===== config.mk =====
export PLATFORM = sky130hd
export DESIGN_NAME = tgc_run_counters
export DESIGN_NICKNAME = d
export VERILOG_FILES = /design/src/rtl/core/touch_gesture_classifier_macros.svh /design/src/rtl/core/tgc_pkg.sv /design/src/rtl/core/tgc_run_counters.sv
export SDC_FILE = /design/constraint.sdc
export NUM_CORES = 1
export LEC_CHECK = 0
export BUFFER_PORTS_ARGS = -buffer_cell sky130_fd_sc_hd__buf_2
export CORE_ASPECT_RATIO = 1.2
export CORE_MARGIN = 2
export CORE_UTILIZATION = 59
export CTS_CLUSTER_DIAMETER = 120
export DETAILED_ROUTE_END_ITERATION = 8
export PLACE_DENSITY = 0.82
export SLEW_MARGIN = 25
export SYNTH_ARGS = -nofsm -noshare
export SYNTH_HDL_FRONTEND = slang
export SYNTH_SLANG_ARGS = --single-unit

===== constraint.sdc =====
create_clock -name clk -period 2.4 [get_ports clk]
set_clock_uncertainty 0.05 [all_clocks]
set_input_delay 0.24 -clock clk [delete_from_list [all_inputs] [get_ports clk]]
set_output_delay 0.24 -clock clk [all_outputs]
set_load 0.005 [all_outputs]

===== src/rtl/core/touch_gesture_classifier_macros.svh =====
// Assertion macros for the touch gesture classifier.
// Included by the RTL files that carry concurrent checks; no other dependencies.
`ifndef TOUCH_GESTURE_CLASSIFIER_MACROS_SVH
`define TOUCH_GESTURE_CLASSIFIER_MACROS_SVH

`ifndef SYNTHESIS

`define TGC_ASSERT(lbl, clk, rst_n, prop, msg) \
	lbl: assert property (@(posedge clk) disable iff (!rst_n) (prop)) else $error(msg);

`define TGC_ASSERT_IMPLY(lbl, clk, rst_n, ante, cons, msg) \
	lbl: assert property (@(posedge clk) disable iff (!rst_n) (ante) |-> (cons)) \
		else $error(msg);

`define TGC_ASSERT_NEXT(lbl, clk, rst_n, ante, cons, msg) \
	lbl: assert property (@(posedge clk) disable iff (!rst_n) (ante) |=> (cons)) \
		else $error(msg);

`else

`define TGC_ASSERT(lbl, clk, rst_n, prop, msg)

`define TGC_ASSERT_IMPLY(lbl, clk, rst_n, ante, cons, msg)

`define TGC_ASSERT_NEXT(lbl, clk, rst_n, ante, cons, msg)

`endif

`endif


===== src/rtl/core/tgc_pkg.sv =====
// Shared types, constants and sensor tables of the touch gesture classifier.
// No dependencies; used by every other RTL file except the macro header.
`default_nettype none

package tgc_pkg;

	localparam int NUM_SENSORS     = 24;
	localparam int NUM_FACES       = 6;
	localparam int NUM_CORNERS     = 8;
	localparam int NUM_RESET_FACES = 2;
	localparam int RING_LEN        = 8;
	localparam int FACE_LEN        = 4;
	localparam int CORNER_LEN      = 3;

	localparam int CNT_W   = 8;
	localparam int THR_W   = 7;
	localparam int FACE_W  = 3;
	localparam int ACT_W   = 3;
	localparam int SIDX_W  = $clog2(NUM_SENSORS);
	localparam int REGI_W  = 1;

	typedef logic signed [CNT_W-1:0] count_t;
	typedef logic [THR_W-1:0]        thr_t;
	typedef logic [FACE_W-1:0]       face_t;
	typedef logic [SIDX_W-1:0]       sidx_t;
	typedef logic [REGI_W-1:0]       regi_t;
	typedef logic [NUM_SENSORS-1:0]  sens_vec_t;

	localparam count_t RUN_MAX = 8'sh7F;
	localparam count_t RUN_MIN = 8'sh80;
	localparam count_t RUN_UP  = 8'sh01;
	localparam count_t RUN_DN  = 8'shFF;

	localparam thr_t THR_RESET     = 7'd30;
	localparam thr_t PREVIEW_RESET = 7'd1;

	localparam regi_t REG_DETECT_THR  = 1'b0;
	localparam regi_t REG_PREVIEW_THR = 1'b1;

	localparam logic [RING_LEN-1:0] PAT_CW_A  = 8'h11;
	localparam logic [RING_LEN-1:0] PAT_CW_B  = 8'h44;
	localparam logic [RING_LEN-1:0] PAT_CCW_A = 8'h22;
	localparam logic [RING_LEN-1:0] PAT_CCW_B = 8'h88;

	typedef enum logic [ACT_W-1:0] {
		ACT_NONE     = 3'd0,
		ACT_RESET    = 3'd1,
		ACT_SCRAMBLE = 3'd2,
		ACT_UNDO     = 3'd3,
		ACT_ROTATE   = 3'd4
	} action_t;

	typedef struct packed {
		logic  hit;
		face_t face;
		logic  ccw;
	} rot_t;

	typedef struct packed {
		action_t action;
		face_t   rot_face;
		logic    rot_ccw;
		logic    pre_valid;
		face_t   pre_face;
		logic    pre_ccw;
	} result_t;

	localparam sidx_t ROT_RING [NUM_FACES][RING_LEN] = '{
		'{5'd1,  5'd0,  5'd6,  5'd7,  5'd22, 5'd23, 5'd14, 5'd15},
		'{5'd18, 5'd19, 5'd4,  5'd6,  5'd8,  5'd9,  5'd15, 5'd13},
		'{5'd19, 5'd17, 5'd21, 5'd22, 5'd11, 5'd8,  5'd0,  5'd2},
		'{5'd17, 5'd16, 5'd12, 5'd14, 5'd10, 5'd11, 5'd7,  5'd5},
		'{5'd16, 5'd18, 5'd3,  5'd1,  5'd9,  5'd10, 5'd23, 5'd20},
		'{5'd20, 5'd21, 5'd5,  5'd4,  5'd2,  5'd3,  5'd13, 5'd12}
	};

	localparam sidx_t CORNER_SET [NUM_CORNERS][CORNER_LEN] = '{
		'{5'd10, 5'd23, 5'd14}, '{5'd11, 5'd7,  5'd22},
		'{5'd9,  5'd15, 5'd1},  '{5'd8,  5'd0,  5'd6},
		'{5'd18, 5'd3,  5'd13}, '{5'd19, 5'd4,  5'd2},
		'{5'd16, 5'd12, 5'd20}, '{5'd17, 5'd21, 5'd5}
	};

	localparam sidx_t FACE_SET [NUM_RESET_FACES][FACE_LEN] = '{
		'{5'd14, 5'd15, 5'd12, 5'd13},
		'{5'd1,  5'd0,  5'd3,  5'd2}
	};

	// unique opposite-pair match over the six face rings
	function automatic rot_t find_rotation(input sens_vec_t hit);
		logic [RING_LEN-1:0]  pat;
		logic [NUM_FACES-1:0] match;
		logic [NUM_FACES-1:0] ccw;
		rot_t                 r;
		match = '0;
		ccw   = '0;
		r     = '0;
		for (int f = 0; f < NUM_FACES; f++) begin
			for (int i = 0; i < RING_LEN; i++) begin
				pat[i] = hit[ROT_RING[f][i]];
			end
			ccw[f]   = (pat == PAT_CCW_A) || (pat == PAT_CCW_B);
			match[f] = (pat == PAT_CW_A) || (pat == PAT_CW_B) || ccw[f];
		end
		if ((match != '0) && ((match & (match - 1'b1)) == '0)) begin
			r.hit = 1'b1;
			for (int f = 0; f < NUM_FACES; f++) begin
				if (match[f]) begin
					r.face = FACE_W'(f);
					r.ccw  = ccw[f];
				end
			end
		end
		return r;
	endfunction

endpackage

`default_nettype wire


===== src/rtl/core/tgc_run_counters.sv =====
// Per-sensor saturating signed run counters, updated once per accepted scan.
// Depends on tgc_pkg.
`default_nettype none

module tgc_run_counters import tgc_pkg::*; (
	input  logic      clk,
	input  logic      arst_n,
	input  logic      upd,
	input  sens_vec_t bits,
	output count_t    counts [NUM_SENSORS]
);

	count_t cnt_q [NUM_SENSORS];
	count_t cnt_d [NUM_SENSORS];

	always_comb begin
		for (int i = 0; i < NUM_SENSORS; i++) begin
			cnt_d[i] = cnt_q[i];
			if (bits[i]) begin
				if (cnt_q[i] <= 8'sd0) begin
					cnt_d[i] = RUN_UP;
				end else if (cnt_q[i] < RUN_MAX) begin
					cnt_d[i] = cnt_q[i] + RUN_UP;
				end
			end else begin
				if (cnt_q[i] >= 8'sd0) begin
					cnt_d[i] = RUN_DN;
				end else if (cnt_q[i] > RUN_MIN) begin
					cnt_d[i] = cnt_q[i] - RUN_UP;
				end
			end
		end
	end

	always_ff @(posedge clk or negedge arst_n) begin
		if (!arst_n) begin
			for (int i = 0; i < NUM_SENSORS; i++) begin
				cnt_q[i] <= '0;
			end
		end else if (upd) begin
			cnt_q <= cnt_d;
		end
	end

	assign counts = cnt_q;

endmodule

`default_nettype wire


==> results by group <==
Setup path
  • Critical Path RT: 2.74 ns
  • CP max-delay cell: or4b_1
  • Setup CP Type: flip-flop to flip-flop
  • Crit-path cells: inv_1 -> ha_1 -> or4b_1 -> o31a_1 -> o21ai_2 -> clkdlybuf4s15_2 -> buf_4 -> a21o_1
  • CP Capture Type: flip-flop
  • CP arrival: ~2.6 ns
  • Critical Path Source: counts[177]
  • WP buf/inv: 3
  • Crit start category: flip-flop
  • FF-to-FF Start: counts[177]
  • Max incr delay on CP: 0.50 ns
  • Crit-path max FO: 6
  • Cell family with most CP delay: compound AO/OA/AOI/OAI gates

STA
  • Achievable Freq: 0.4431 GHz
  • Least-Margin Pin Slew: around 0.88 ns
  • Final hold violations: 0
  • Period minus WS final: 2.257 ns
  • Setup violators final: 0
  • RSZ-0062 raised after global routing: no
  • Setup TNS: 0 ns
  • Slew HR: 0.4082
  • Post-route clock period utilization: 0.9403
  • Max-slew violations: 0

Job
  • Max-cap violations: 0

Pwr
  • Clock group share of total power: 0.202
  • Sequential power share: 0.383
  • Switching Power: ~0.0059 W
  • Comb pwr share: 0.415
  • P_int: a little over 0.008 W
  • Pwr/cell area: just under 800 mW/mm²
  • Worst VDD drop: slightly below 0.0005 V
  • Leak pwr: ~8 nW
  • Sw Ratio: 0.4173

Cells and area
  • Final net count: 2,279
  • Commonest cells after routing, fill and taps aside: 220 x o21ai_0, 217 x buf_2, 192 x dfrtp_1
  • Area occupied by multi-input gates: roughly 0.0097 mm²
  • Sequential cell area: a little under 0.005 mm²
  • Antenna cells: 0
  • Largest register FFs: ~190
  • Filler Cell Count: 2,184
  • Share of post-route cells with drive strength above 1: 0.1775
  • Most common cell after layout, fill and taps aside: o21ai_0
  • Area delta synth->final: 13.58%
  • Final Instance Area: 0.01777 mm²

Clocking
  • Clk buf depth: 2
  • CTS tree: done
  • Clock latency on the worst-skew pair: between 0.4 and 0.5 ns
  • Worst-path clk slew: approximately 0.070 ns
  • Root Driver: clkbuf_16
  • CTS H-tree depth: 4
  • CTS Sinks: around 190
  • CTS buffer count: 17

Yosys
  • Mapped cell area: 0.01564 mm²
  • Avg Cell Area, Syn: ~8 µm²
  • Cell accounting for the most synthesized area: dfrtp_1
  • Post-synthesis sequential element count: between 150 and 200
  • Post-synth EDFFs: 0
  • Synth Instances: ~2k
  • Register area share after synthesis: 0.3071
  • Post-synth top flop: dfrtp_1
  • Synth top area cells: dfrtp_1 31%, o21ai_0 7.1%, ha_1 5.7%, a21oi_1 5.0%, a31oi_1 4.1%
  • Netlist cell types: 82
  • Ys async rst share: 1.000
  • Post-synth top area share: 0.3071
  • Synthesized net count: between 2k and 2.5k
  • Yosys warnings: 0

Route
  • DR vias/cell: 6.355
  • Final WL: 40,980 µm
  • DRC errors left: 0
  • Starting DRT DRC Count: 1,274
  • Routed vias: about 16k
  • Avg WL per Cell: between 15 and 20 µm
  • DR pass1 iterations: 6
  • Antenna-violating nets left: 0

Floorplan
  • Die width: approximately 150 µm
  • Core footprint: approximately 0.026 mm²
  • Die footprint: approximately 0.028 mm²
  • Die Ht: about 180 µm
  • Io pins: between 200 and 250
  • Standard-cell rows: 65
  • Initial Utilization: 0.5974

Global routing
  • Pin count of the biggest net entering global routing: 57
  • Initial antenna violation count: 1
  • Global-route wire length before repair: approximately 70,000 µm
  • Vias in the first global route: 14.88k
  • Final global-route overflow total: 0
  • Gr usage total: 0.2851

Hold path
  • HP Class: input pin to flip-flop
  • Hold_sp: bits[5]

Placement
  • Placed Instance Area: roughly 0.017 mm²
  • Port bufs: around 220
  • GP Congestion: ~0.94
  • Detail Placement HPWL: around 29,000 µm

Status
  • Outcome: completed
power by group through the flow:
stage | Sequential (W) | Clock, W | Combinational (W)
5_1_grt | 0.00557 | 0.00304 | 0.00655
3_5_place_dp | 0.00541 | 0 | 0.00577
2_1_floorplan | 0.00490 | 0 | 0.00419
4_1_cts | 0.00535 | 0.00293 | 0.00581
6_report | 0.00539 | 0.00285 | 0.00584
3_3_place_gp | 0.00535 | 0 | 0.00558
Yosys cell counts, types with 30 or more instances:
cell	number
nand3_1	83
nor3_1	56
nor2_1	139
o21ai_0	221
o31ai_1	30
xnor2_1	55
a31oi_1	102
nor2b_1	35
and3_1	43
clkbuf_1	108
inv_1	134
nor3b_1	33
nand2_1	102
ha_1	71
dfrtp_1	192
a21oi_1	157
tightest hold or removal path: stages:
cell and delay [ns]:
buf_2 0.16, o31ai_1 0.08, o211ai_1 0.08, nand2_1 0.05
cell families after synthesis:
family                     share of synthesized area
buffers and inverters                        0.07398
and+or+nand+nor                               0.2297
muxes                                        0.01464
adders and majority gates                    0.05679
xor gates and xnor gates                     0.03415
DFF                                           0.3071
AOI/OAI and AO/OA                             0.2836
path summary, 6_finish.rpt:
path | to | slack (ns) | cells after the start
worst max-delay path | counts[177] | 0.14 | 8
worst min-delay path | counts[150] | 0.15 | 4
worst max register to register | counts[177] | 0.14 | 8
worst min register to register | counts[190] | 0.52 | 2
max in group asynchronous | counts[174] | 1.34 | 3
min in group asynchronous | counts[34] | 0.23 | 2
through the flow:
stage / util / power, W / cells / hold WS, ns / setup slack (ns)
2_1_floorplan: - / 0.009097 / 2001 / -0.1056 / 0.2886
3_3_place_gp: 0.6548 / 0.01094 / 2492 / 0.1589 / 0.2597
3_5_place_dp: 0.6548 / 0.01118 / 2492 / 0.1533 / 0.1654
4_1_cts: 0.6771 / 0.01409 / 2523 / 0.1337 / 0.1327
5_1_grt: 0.6785 / 0.01516 / 2527 / 0.1782 / 0.02420
6_report: 0.6785 / 0.01408 / 2527 / 0.1537 / 0.1433
layout make-up:
| type | instances | share of cell area |
|---|---|---|
| Clock buffer | 21 | 0.02591 |
| Clock inverter | 9 | 0.006267 |
| Inverter | 134 | 0.02831 |
| Multi-Input combinational cell | 1531 | 0.5451 |
| Sequential cell | 192 | 0.2704 |
| Tap cell | 335 | 0.02359 |
| Timing Repair Buffer | 305 | 0.1004 |
routing by layer:
| metal | vias up | wire (µm) | track usage |
|---|---|---|---|
| li1 | 7701 | - | - |
| met1 | 7691 | 16740 | 0.3546 |
| met2 | 573 | 20300 | 0.4904 |
| met3 | 93 | 2781 | 0.05866 |
| met4 | 2 | 1135 | 0.1059 |
| met5 | - | 12 | 0 |
repair_timing:
action | 4_1_cts | 5_1_grt
gates resized for setup | 0 | 2
hold buffers | 1 | 0
buffers inserted | 0 | 3
endpoints found under the setup margin | 0 | 7
endpoints found under the hold margin | 40 | 0
No activity file was read; power rests on OpenSTA's default activity.
