$ cat src/rtl/core/touch_gesture_classifier_macros.svh
// Assertion macros for the touch gesture classifier.
// Included by the RTL files that carry concurrent checks; no other dependencies.
`ifndef TOUCH_GESTURE_CLASSIFIER_MACROS_SVH
`define TOUCH_GESTURE_CLASSIFIER_MACROS_SVH

`ifndef SYNTHESIS

`define TGC_ASSERT(lbl, clk, rst_n, prop, msg) \
	lbl: assert property (@(posedge clk) disable iff (!rst_n) (prop)) else $error(msg);

`define TGC_ASSERT_IMPLY(lbl, clk, rst_n, ante, cons, msg) \
	lbl: assert property (@(posedge clk) disable iff (!rst_n) (ante) |-> (cons)) \
		else $error(msg);

`define TGC_ASSERT_NEXT(lbl, clk, rst_n, ante, cons, msg) \
	lbl: assert property (@(posedge clk) disable iff (!rst_n) (ante) |=> (cons)) \
		else $error(msg);

`else

`define TGC_ASSERT(lbl, clk, rst_n, prop, msg)

`define TGC_ASSERT_IMPLY(lbl, clk, rst_n, ante, cons, msg)

`define TGC_ASSERT_NEXT(lbl, clk, rst_n, ante, cons, msg)

`endif

`endif

$ cat src/rtl/core/tgc_pkg.sv
// Shared types, constants and sensor tables of the touch gesture classifier.
// No dependencies; used by every other RTL file except the macro header.
`default_nettype none

package tgc_pkg;

	localparam int NUM_SENSORS     = 24;
	localparam int NUM_FACES       = 6;
	localparam int NUM_CORNERS     = 8;
	localparam int NUM_RESET_FACES = 2;
	localparam int RING_LEN        = 8;
	localparam int FACE_LEN        = 4;
	localparam int CORNER_LEN      = 3;

	localparam int CNT_W   = 8;
	localparam int THR_W   = 7;
	localparam int FACE_W  = 3;
	localparam int ACT_W   = 3;
	localparam int SIDX_W  = $clog2(NUM_SENSORS);
	localparam int REGI_W  = 1;

	typedef logic signed [CNT_W-1:0] count_t;
	typedef logic [THR_W-1:0]        thr_t;
	typedef logic [FACE_W-1:0]       face_t;
	typedef logic [SIDX_W-1:0]       sidx_t;
	typedef logic [REGI_W-1:0]       regi_t;
	typedef logic [NUM_SENSORS-1:0]  sens_vec_t;

	localparam count_t RUN_MAX = 8'sh7F;
	localparam count_t RUN_MIN = 8'sh80;
	localparam count_t RUN_UP  = 8'sh01;
	localparam count_t RUN_DN  = 8'shFF;

	localparam thr_t THR_RESET     = 7'd30;
	localparam thr_t PREVIEW_RESET = 7'd1;

	localparam regi_t REG_DETECT_THR  = 1'b0;
	localparam regi_t REG_PREVIEW_THR = 1'b1;

	localparam logic [RING_LEN-1:0] PAT_CW_A  = 8'h11;
	localparam logic [RING_LEN-1:0] PAT_CW_B  = 8'h44;
	localparam logic [RING_LEN-1:0] PAT_CCW_A = 8'h22;
	localparam logic [RING_LEN-1:0] PAT_CCW_B = 8'h88;

	typedef enum logic [ACT_W-1:0] {
		ACT_NONE     = 3'd0,
		ACT_RESET    = 3'd1,
		ACT_SCRAMBLE = 3'd2,
		ACT_UNDO     = 3'd3,
		ACT_ROTATE   = 3'd4
	} action_t;

	typedef struct packed {
		logic  hit;
		face_t face;
		logic  ccw;
	} rot_t;

	typedef struct packed {
		action_t action;
		face_t   rot_face;
		logic    rot_ccw;
		logic    pre_valid;
		face_t   pre_face;
		logic    pre_ccw;
	} result_t;

	localparam sidx_t ROT_RING [NUM_FACES][RING_LEN] = '{
		'{5'd1,  5'd0,  5'd6,  5'd7,  5'd22, 5'd23, 5'd14, 5'd15},
		'{5'd18, 5'd19, 5'd4,  5'd6,  5'd8,  5'd9,  5'd15, 5'd13},
		'{5'd19, 5'd17, 5'd21, 5'd22, 5'd11, 5'd8,  5'd0,  5'd2},
		'{5'd17, 5'd16, 5'd12, 5'd14, 5'd10, 5'd11, 5'd7,  5'd5},
		'{5'd16, 5'd18, 5'd3,  5'd1,  5'd9,  5'd10, 5'd23, 5'd20},
		'{5'd20, 5'd21, 5'd5,  5'd4,  5'd2,  5'd3,  5'd13, 5'd12}
	};

	localparam sidx_t CORNER_SET [NUM_CORNERS][CORNER_LEN] = '{
		'{5'd10, 5'd23, 5'd14}, '{5'd11, 5'd7,  5'd22},
		'{5'd9,  5'd15, 5'd1},  '{5'd8,  5'd0,  5'd6},
		'{5'd18, 5'd3,  5'd13}, '{5'd19, 5'd4,  5'd2},
		'{5'd16, 5'd12, 5'd20}, '{5'd17, 5'd21, 5'd5}
	};

	localparam sidx_t FACE_SET [NUM_RESET_FACES][FACE_LEN] = '{
		'{5'd14, 5'd15, 5'd12, 5'd13},
		'{5'd1,  5'd0,  5'd3,  5'd2}
	};

	// unique opposite-pair match over the six face rings
	function automatic rot_t find_rotation(input sens_vec_t hit);
		logic [RING_LEN-1:0]  pat;
		logic [NUM_FACES-1:0] match;
		logic [NUM_FACES-1:0] ccw;
		rot_t                 r;
		match = '0;
		ccw   = '0;
		r     = '0;
		for (int f = 0; f < NUM_FACES; f++) begin
			for (int i = 0; i < RING_LEN; i++) begin
				pat[i] = hit[ROT_RING[f][i]];
			end
			ccw[f]   = (pat == PAT_CCW_A) || (pat == PAT_CCW_B);
			match[f] = (pat == PAT_CW_A) || (pat == PAT_CW_B) || ccw[f];
		end
		if ((match != '0) && ((match & (match - 1'b1)) == '0)) begin
			r.hit = 1'b1;
			for (int f = 0; f < NUM_FACES; f++) begin
				if (match[f]) begin
					r.face = FACE_W'(f);
					r.ccw  = ccw[f];
				end
			end
		end
		return r;
	endfunction

endpackage

`default_nettype wire

$ cat src/rtl/core/tgc_classify.sv
// Gesture decode from the run counts: reset/scramble face, undo corner, rotation, preview.
// Depends on tgc_pkg (sensor tables, find_rotation).
`default_nettype none

module tgc_classify import tgc_pkg::*; (
	input  count_t  counts [NUM_SENSORS],
	input  thr_t    det_thr,
	input  thr_t    pre_thr,
	output result_t res
);

	count_t    det_s;
	count_t    pre_s;
	sens_vec_t det_hit;
	sens_vec_t pre_hit;
	logic [NUM_RESET_FACES-1:0] face_all;
	logic [NUM_CORNERS-1:0]     corner_all;
	rot_t      det_rot;
	rot_t      pre_rot;

	assign det_s = count_t'({1'b0, det_thr});
	assign pre_s = count_t'({1'b0, pre_thr});

	always_comb begin
		for (int i = 0; i < NUM_SENSORS; i++) begin
			det_hit[i] = counts[i] >= det_s;
			pre_hit[i] = counts[i] >= pre_s;
		end
		for (int r = 0; r < NUM_RESET_FACES; r++) begin
			face_all[r] = 1'b1;
			for (int i = 0; i < FACE_LEN; i++) begin
				face_all[r] = face_all[r] & det_hit[FACE_SET[r][i]];
			end
		end
		for (int c = 0; c < NUM_CORNERS; c++) begin
			corner_all[c] = 1'b1;
			for (int i = 0; i < CORNER_LEN; i++) begin
				corner_all[c] = corner_all[c] & det_hit[CORNER_SET[c][i]];
			end
		end
	end

	assign det_rot = find_rotation(det_hit);
	assign pre_rot = find_rotation(pre_hit);

	always_comb begin
		res = '0;
		if (face_all[0]) begin
			res.action = ACT_RESET;
		end else if (face_all[1]) begin
			res.action = ACT_SCRAMBLE;
		end else if (corner_all != '0) begin
			res.action = ACT_UNDO;
		end else if (det_rot.hit) begin
			res.action   = ACT_ROTATE;
			res.rot_face = det_rot.face;
			res.rot_ccw  = det_rot.ccw;
		end else begin
			res.action = ACT_NONE;
		end
		res.pre_valid = pre_rot.hit;
		res.pre_face  = pre_rot.face;
		res.pre_ccw   = pre_rot.ccw;
	end

endmodule

`default_nettype wire

$ cat config.mk
export PLATFORM = sky130hd
export DESIGN_NAME = tgc_classify
export DESIGN_NICKNAME = d
export VERILOG_FILES = /design/src/rtl/core/touch_gesture_classifier_macros.svh /design/src/rtl/core/tgc_pkg.sv /design/src/rtl/core/tgc_classify.sv
export SDC_FILE = /design/constraint.sdc
export NUM_CORES = 1
export LEC_CHECK = 0
export BUFFER_PORTS_ARGS = -buffer_cell sky130_fd_sc_hd__buf_2
export CORE_MARGIN = 2
export CORE_UTILIZATION = 50
export DETAILED_ROUTE_END_ITERATION = 8
export PLACE_DENSITY = 0.76
export RECOVER_POWER = 50
export SYNTH_ARGS = -nofsm -noshare
export SYNTH_HDL_FRONTEND = slang
export SYNTH_SLANG_ARGS = --single-unit
export TNS_END_PERCENT = 30
$ cat constraint.sdc
create_clock -name vclk -period 4.5
set_input_delay 0.225 -clock vclk [all_inputs]
set_output_delay 0.225 -clock vclk [all_outputs]
set_load 0.005 [all_outputs]
==> results of run 1 <==
-- cell usage after synthesis, drive strengths merged (3+ instances only) --
library cell,number
ha,336
a21oi,82
o21ai,55
inv,53
nor2,49
nand2,43
a21o,42
nand3,39
nand2b,36
nand4,33
a211oi,30
nor2b,25
a31oi,24
nor4,18
nor3,17
o211ai,12
and3,11
o2111ai,10
and4b,9
nor3b,9
o21a,9
o21bai,9
a211o,8
and4,7
or2,7
a221o,6
a221oi,6
and2,6
a2111oi,5
nor4b,5
a22oi,4
nor4bb,4
or3,4
nand4b,3
o211a,3
o22ai,3
or4,3
-- layout by cell type, fill, tap and decap left out, types with 5 or more instances in the layout --
| cell | synthesis | routed |
|---|---|---|
| nor3b_1 | 8 | 8 |
| nand2_1 | 42 | 42 |
| nand4_1 | 33 | 33 |
| nor2b_1 | 25 | 25 |
| buf_4 | 0 | 18 |
| o21ai_1 | 8 | 8 |
| o2111ai_1 | 9 | 9 |
| nor4b_1 | 5 | 5 |
| and4_1 | 6 | 6 |
| o21ai_0 | 47 | 47 |
| nor4_1 | 18 | 18 |
| o21bai_1 | 9 | 9 |
| a21o_1 | 42 | 42 |
| and2_1 | 5 | 5 |
| a221o_1 | 6 | 6 |
| nand3_1 | 39 | 39 |
| buf_2 | 0 | 218 |
| o211ai_1 | 10 | 10 |
| a211oi_1 | 26 | 26 |
| a21oi_1 | 80 | 80 |
| nor3_1 | 16 | 16 |
| a211o_1 | 7 | 7 |
| nand2b_1 | 35 | 35 |
| inv_1 | 52 | 52 |
| o21a_1 | 8 | 8 |
| or2_2 | 6 | 6 |
| nor2_1 | 47 | 47 |
| and4b_1 | 9 | 9 |
| and3_1 | 11 | 11 |
| a31oi_1 | 24 | 24 |
| ha_1 | 336 | 336 |
-- area by class of cell --
class              count  area (um2)
fillers             1635        6870
well taps            225         282
multi-input cells   1007        8520
inverters             53         199
repair buffers       241        1310
-- worst max-delay path: stages --
cell and delay, ns:
buf_2 0.09, inv_1 0.63, buf_4 0.28, ha_1 0.17, nand4_1 0.12, a21o_1 0.17, a31oi_1 0.52, and4b_1 0.28
a31oi_1 0.04, o21ai_0 0.51, xor2_1 0.21, o211ai_1 0.11, a21oi_1 0.22, buf_2 0.15
-- power by group through the flow --
| stage | Combinational (mW) | Clock, mW | Sequential [mW] |
|---|---|---|---|
| after global routing | 1.19 | 0 | 0 |
| after global placement | 1.00 | 0 | 0 |
| after detailed placement | 1.04 | 0 | 0 |
| after floorplan | 0.656 | 0 | 0 |
| after CTS | 1.05 | 0 | 0 |
| final | 1.06 | 0 | 0 |
-- logic make-up after synthesis --
logic type,Yosys count
fa+ha+maj,336
buf+inv,54
simple gates,334
xor+xnor,4
compound gates,333
-- through the flow --
step | util, % | total power [mW] | hold slack [ns] | cells | setup slack [ns]
2_1_floorplan | - | 0.656 | 0.703 | 1061 | 1.11
3_3_place_gp | 60.0 | 1.00 | 1.06 | 1526 | 0.634
4_1_cts | 60.0 | 1.05 | 1.06 | 1526 | 0.602
3_5_place_dp | 60.0 | 1.04 | 1.05 | 1526 | 0.611
5_1_grt | 60.0 | 1.19 | 1.09 | 1526 | 0.210
6_report | 60.0 | 1.06 | 1.06 | 1526 | 0.532
-- how the worst min path moves through the flow --
stage	start	end	slack, ns
6_report	counts[183]	res[9]	1.06
2_1_floorplan	counts[183]	res[9]	0.70
3_5_place_dp	counts[183]	res[9]	1.05
3_3_place_gp	counts[183]	res[9]	1.06
4_1_cts	counts[183]	res[9]	1.06
5_1_grt	counts[183]	res[9]	1.09
-- routing by layer --
layer,track usage [%],part of all wire [%]
met5,0,0
met1,39.4,45
met4,6.60,2.2
met2,52.9,46
met3,1.83,6.7
==> impl_metrics.csv, run 1 <==
group,metric,value,unit
power_and_ir_drop,irDropWorstVdd,0.0000533,V
timing,slew_headroom,41.2,%
logic_synthesis,synth_seq_area_share,0,%
die,io_pins,218,
hold_path,hold_class,"in -> out",
power_and_ir_drop,p_leak,5.40,nW
power_and_ir_drop,internal-power,456,uW
layout,seq_cell_count,0,
power_and_ir_drop,seqPwrFrac,0,%
die,die_y,136,um
global_routing,grt_pass1_vias,9063,
job,drv_cap,0,
timing,finalHoldViolCount,0,
logic_synthesis,syn_avg_cell_area,8.22,um2
power_and_ir_drop,switching_share,56.8,%
timing,setup_violations,0,
logic_synthesis,synth_cells,1061,
run_status,outcome,"finished, final reports clean",
place,placed_area,10300,um2
die,die_x,136,um
logic_synthesis,yosysUniqueCellTypes,86,
logic_synthesis,synth_compound_area_share,26.9,%
drt,dr.pass1.iters,7,
logic_synthesis,yosysTopAreaCellShare,48.2,%
logic_synthesis,synth_nets,1603,
drt,drt_iter0_drc,516,
place,gp_congestion,0.993,
layout,nets,1845,
layout,nClkBuffers,0,
drt,vias,9524,
global_routing,grt_pass1_wl,44.6,mm
logic_synthesis,synthMuxAreaShare,0,%
power_and_ir_drop,combPwrFrac,100.0,%
logic_synthesis,synthAdderAreaFrac,48.2,%
power_and_ir_drop,powerDensity,103,nW/um2
place,port_buffers,218,
die,start_util,50.8,%
worst_setup_path,path_class,"in -> out",
global_routing,antenna_found_initial,0,
worst_setup_path,cp_max_fo,18,
worst_setup_path,required,4.28,ns
global_routing,overflow,0,
worst_setup_path,cp.arrival,3.74,ns
drt,wl_per_cell,18.5,um
layout,insertedDiodeCount,0,
layout,drive_above_1_share,21.3,%
logic_synthesis,synth_simple_gate_area_share,22.2,%
layout,stdcell_area,10300,um2
logic_synthesis,synth_top_area_cell,"ha_1",
drt,wirelength,28.3,mm
power_and_ir_drop,pwr-share-clk,0,%
die,die_area,18500,um2
logic_synthesis,synth_area,8720,um2
timing,drv_slew,0,
global_routing,grt_use_total,29.8,%
logic_synthesis,synth_top_family_by_area,"adder cells",
global_routing,grt_max_degree,25,
timing,tightest_slew,0.881,ns
power_and_ir_drop,p_switching,601,uW
drt,drt-vias-per-instance,6.24,
clock_tree,postCtsHoldBufs,0,
layout,syn2layout_area_growth,18.2,%
worst_setup_path,end_kind,"output port",
timing,fmax,0.252,GHz
clock_tree,post-cts-setup-buffer-count,0,
place,dp_hpwl,23.2,mm
worst_setup_path,startpoint,"pre_thr[6]",
hold_path,hold_depth,5,
timing,rsz0062_at_grt,"false",
worst_setup_path,cp-endpoint,"res[0]",
logic_synthesis,ys_warn_count,0,
worst_setup_path,cp-start-kind,"primary input",
timing,final.min_clock_period,3.97,ns
logic_synthesis,synth_xor_area_share,0.402,%
drt,final_antenna_net_count,0,
die,coreArea,17200,um2
drt,drc,0,
logic_synthesis,synth_area_leaders,"ha_1 48%, a21oi_1 4.6%, a21o_1 3.6%",
die,rows,48,
timing,fin_crit_sh,88.2,%
layout,regArea,0,um2
clock_tree,ctsResizeCount,0,
timing,setup_tns,0,ns
Note: power is estimated with default switching activity, not from simulation.
==> run 2: changes to the inputs <==
--- a/config.mk
+++ b/config.mk
@@ -6,9 +6,11 @@
 export NUM_CORES = 1
 export LEC_CHECK = 0
 export BUFFER_PORTS_ARGS = -buffer_cell sky130_fd_sc_hd__buf_2
+export CORE_ASPECT_RATIO = 1.1
 export CORE_MARGIN = 2
 export CORE_UTILIZATION = 50
 export DETAILED_ROUTE_END_ITERATION = 8
+export GPL_TIMING_DRIVEN = 1
 export PLACE_DENSITY = 0.76
 export RECOVER_POWER = 50
 export SYNTH_ARGS = -nofsm -noshare
==> impl_metrics.csv, run 2 (same netlist as run 1, synthesis figures left out) <==
group,metric,value,unit
worst_setup_path,cpMaxStageDelayCell,"nor4_1",
clock_tree,postCtsHoldBufs,0,
global_routing,antenna_found_initial,0,
worst_setup_path,max_stage_delay,0.45,ns
layout,nets,1847,
die,coreArea,17100,um2
layout,nClkBuffers,0,
drt,drt_iter0_drc,483,
die,io_pins,218,
die,start_util,51.1,%
timing,drv_slew,0,
die,die_y,143,um
global_routing,grt_max_degree,25,
layout,num-fill-cells,1607,
power_and_ir_drop,p_leak,5.41,nW
layout,seq_cell_count,0,
drt,drc,0,
job,drv_cap,0,
drt,final_antenna_net_count,0,
timing,finalHoldViolCount,0,
worst_setup_path,path_class,"in -> out",
hold_path,hold_depth,5,
hold_path,hold_start,"counts[183]",
layout,syn2layout_area_growth,18.7,%
die,die_area,18500,um2
worst_setup_path,path_cells,"buf_2 -> inv_1 -> clkbuf_2 -> ha_1 -> a21o_1 -> a211oi_1 -> a21oi_1 -> nor4_1 -> nand2_1 -> o211ai_1 -> xor2_1 -> o21ai_0 -> nor4_1 -> buf_2",
layout,final_common_cell,"ha_1",
drt,wl_per_cell,18.5,um
die,die_x,130,um
hold_path,hold_end,"res[9]",
worst_setup_path,required,4.28,ns
place,port_buffers,218,
place,dp_hpwl,23.7,mm
timing,setup_tns,0,ns
timing,rsz0062_at_grt,"false",
clock_tree,ctsResizeCount,0,
layout,drive_above_1_share,21.3,%
timing,tightest_slew,0.824,ns
power_and_ir_drop,powerDensity,102,nW/um2
worst_setup_path,cp_max_fo,12,
layout,regArea,0,um2
clock_tree,post-cts-setup-buffer-count,0,
run_status,outcome,"finished, final reports clean",
global_routing,grt_pass1_vias,9072,
place,gp_congestion,0.971,
power_and_ir_drop,irDropWorstVdd,0.0000830,V
global_routing,grt_pass1_wl,44.4,mm
worst_setup_path,end_kind,"output port",
timing,final.min_clock_period,4.14,ns
layout,final_util,60.6,%
drt,dr.pass1.iters,5,
drt,vias,9668,
global_routing,grt_use_total,29.7,%
timing,fmax,0.242,GHz
die,rows,50,
layout,insertedDiodeCount,0,
timing,fin_crit_sh,92.0,%
power_and_ir_drop,total_power,1.06,mW
hold_path,hold_class,"in -> out",
timing,slew_headroom,44.7,%
timing,setup_violations,0,
drt,drt-vias-per-instance,6.29,
worst_setup_path,cp-start-kind,"primary input",
drt,wirelength,28.4,mm
layout,final_cell_mix,"336 x ha_1, 216 x buf_2, 80 x a21oi_1",
global_routing,overflow,0,
worst_setup_path,cp.arrival,3.91,ns
==> run 2: changes by cell type in the layout (fill, tap and decap cells not counted), sizes merged <==
cell and change:
clkbuf +2
==> run 2: report_power, final <==
part,internal [mW],switching [mW]
Combinational,0.459,0.601
Sequential,0,0
Clock,0,0
==> run 2: area by class of cell <==
type	instances	area (um2)	area share, %
well taps	234	293	2.83
inverters	53	199	1.92
repair buffers	243	1350	13.0
multi-input cells	1007	8520	82.3
==> run 2: worst max-delay path by stage <==
stage | endpoint | start | slack (ns)
floorplan | res[5] | det_thr[4] | 1.11
global placement | res[6] | det_thr[4] | 0.61
detailed placement | res[6] | det_thr[4] | 0.55
CTS | res[6] | det_thr[4] | 0.53
global route | res[1] | pre_thr[5] | 0.17
finish | res[1] | pre_thr[5] | 0.36
==> run 2: metrics by stage <==
stage / hold WS, ns / setup slack (ns) / std cells / instance area (um2)
2_1_floorplan: 0.703 / 1.11 / 1061 / 8720
3_3_place_gp: 1.03 / 0.613 / 1537 / 10400
3_5_place_dp: 1.04 / 0.553 / 1537 / 10400
4_1_cts: 1.04 / 0.531 / 1537 / 10400
5_1_grt: 1.07 / 0.168 / 1537 / 10400
6_report: 1.05 / 0.361 / 1537 / 10400
==> run 2: per-layer routing <==
metal  GRT usage, %  share of wire, %  vias to the layer above
met4           7.75               2.7                        0
met1           39.1                45                     4515
met2           52.1                46                      349
li1               -                 -                     4755
met3           2.37               6.3                       49
met5              0                 0                        -
==> run 2: critical path, delay by kind of cell <==
family                     cells  cell delay [ns]
AOI/OAI and AO/OA              5             1.18
adders and majority gates      1             0.32
xor gates and xnor gates       1             0.22
buffers and inverters          4             1.14
and+or+nand+nor                3             0.80
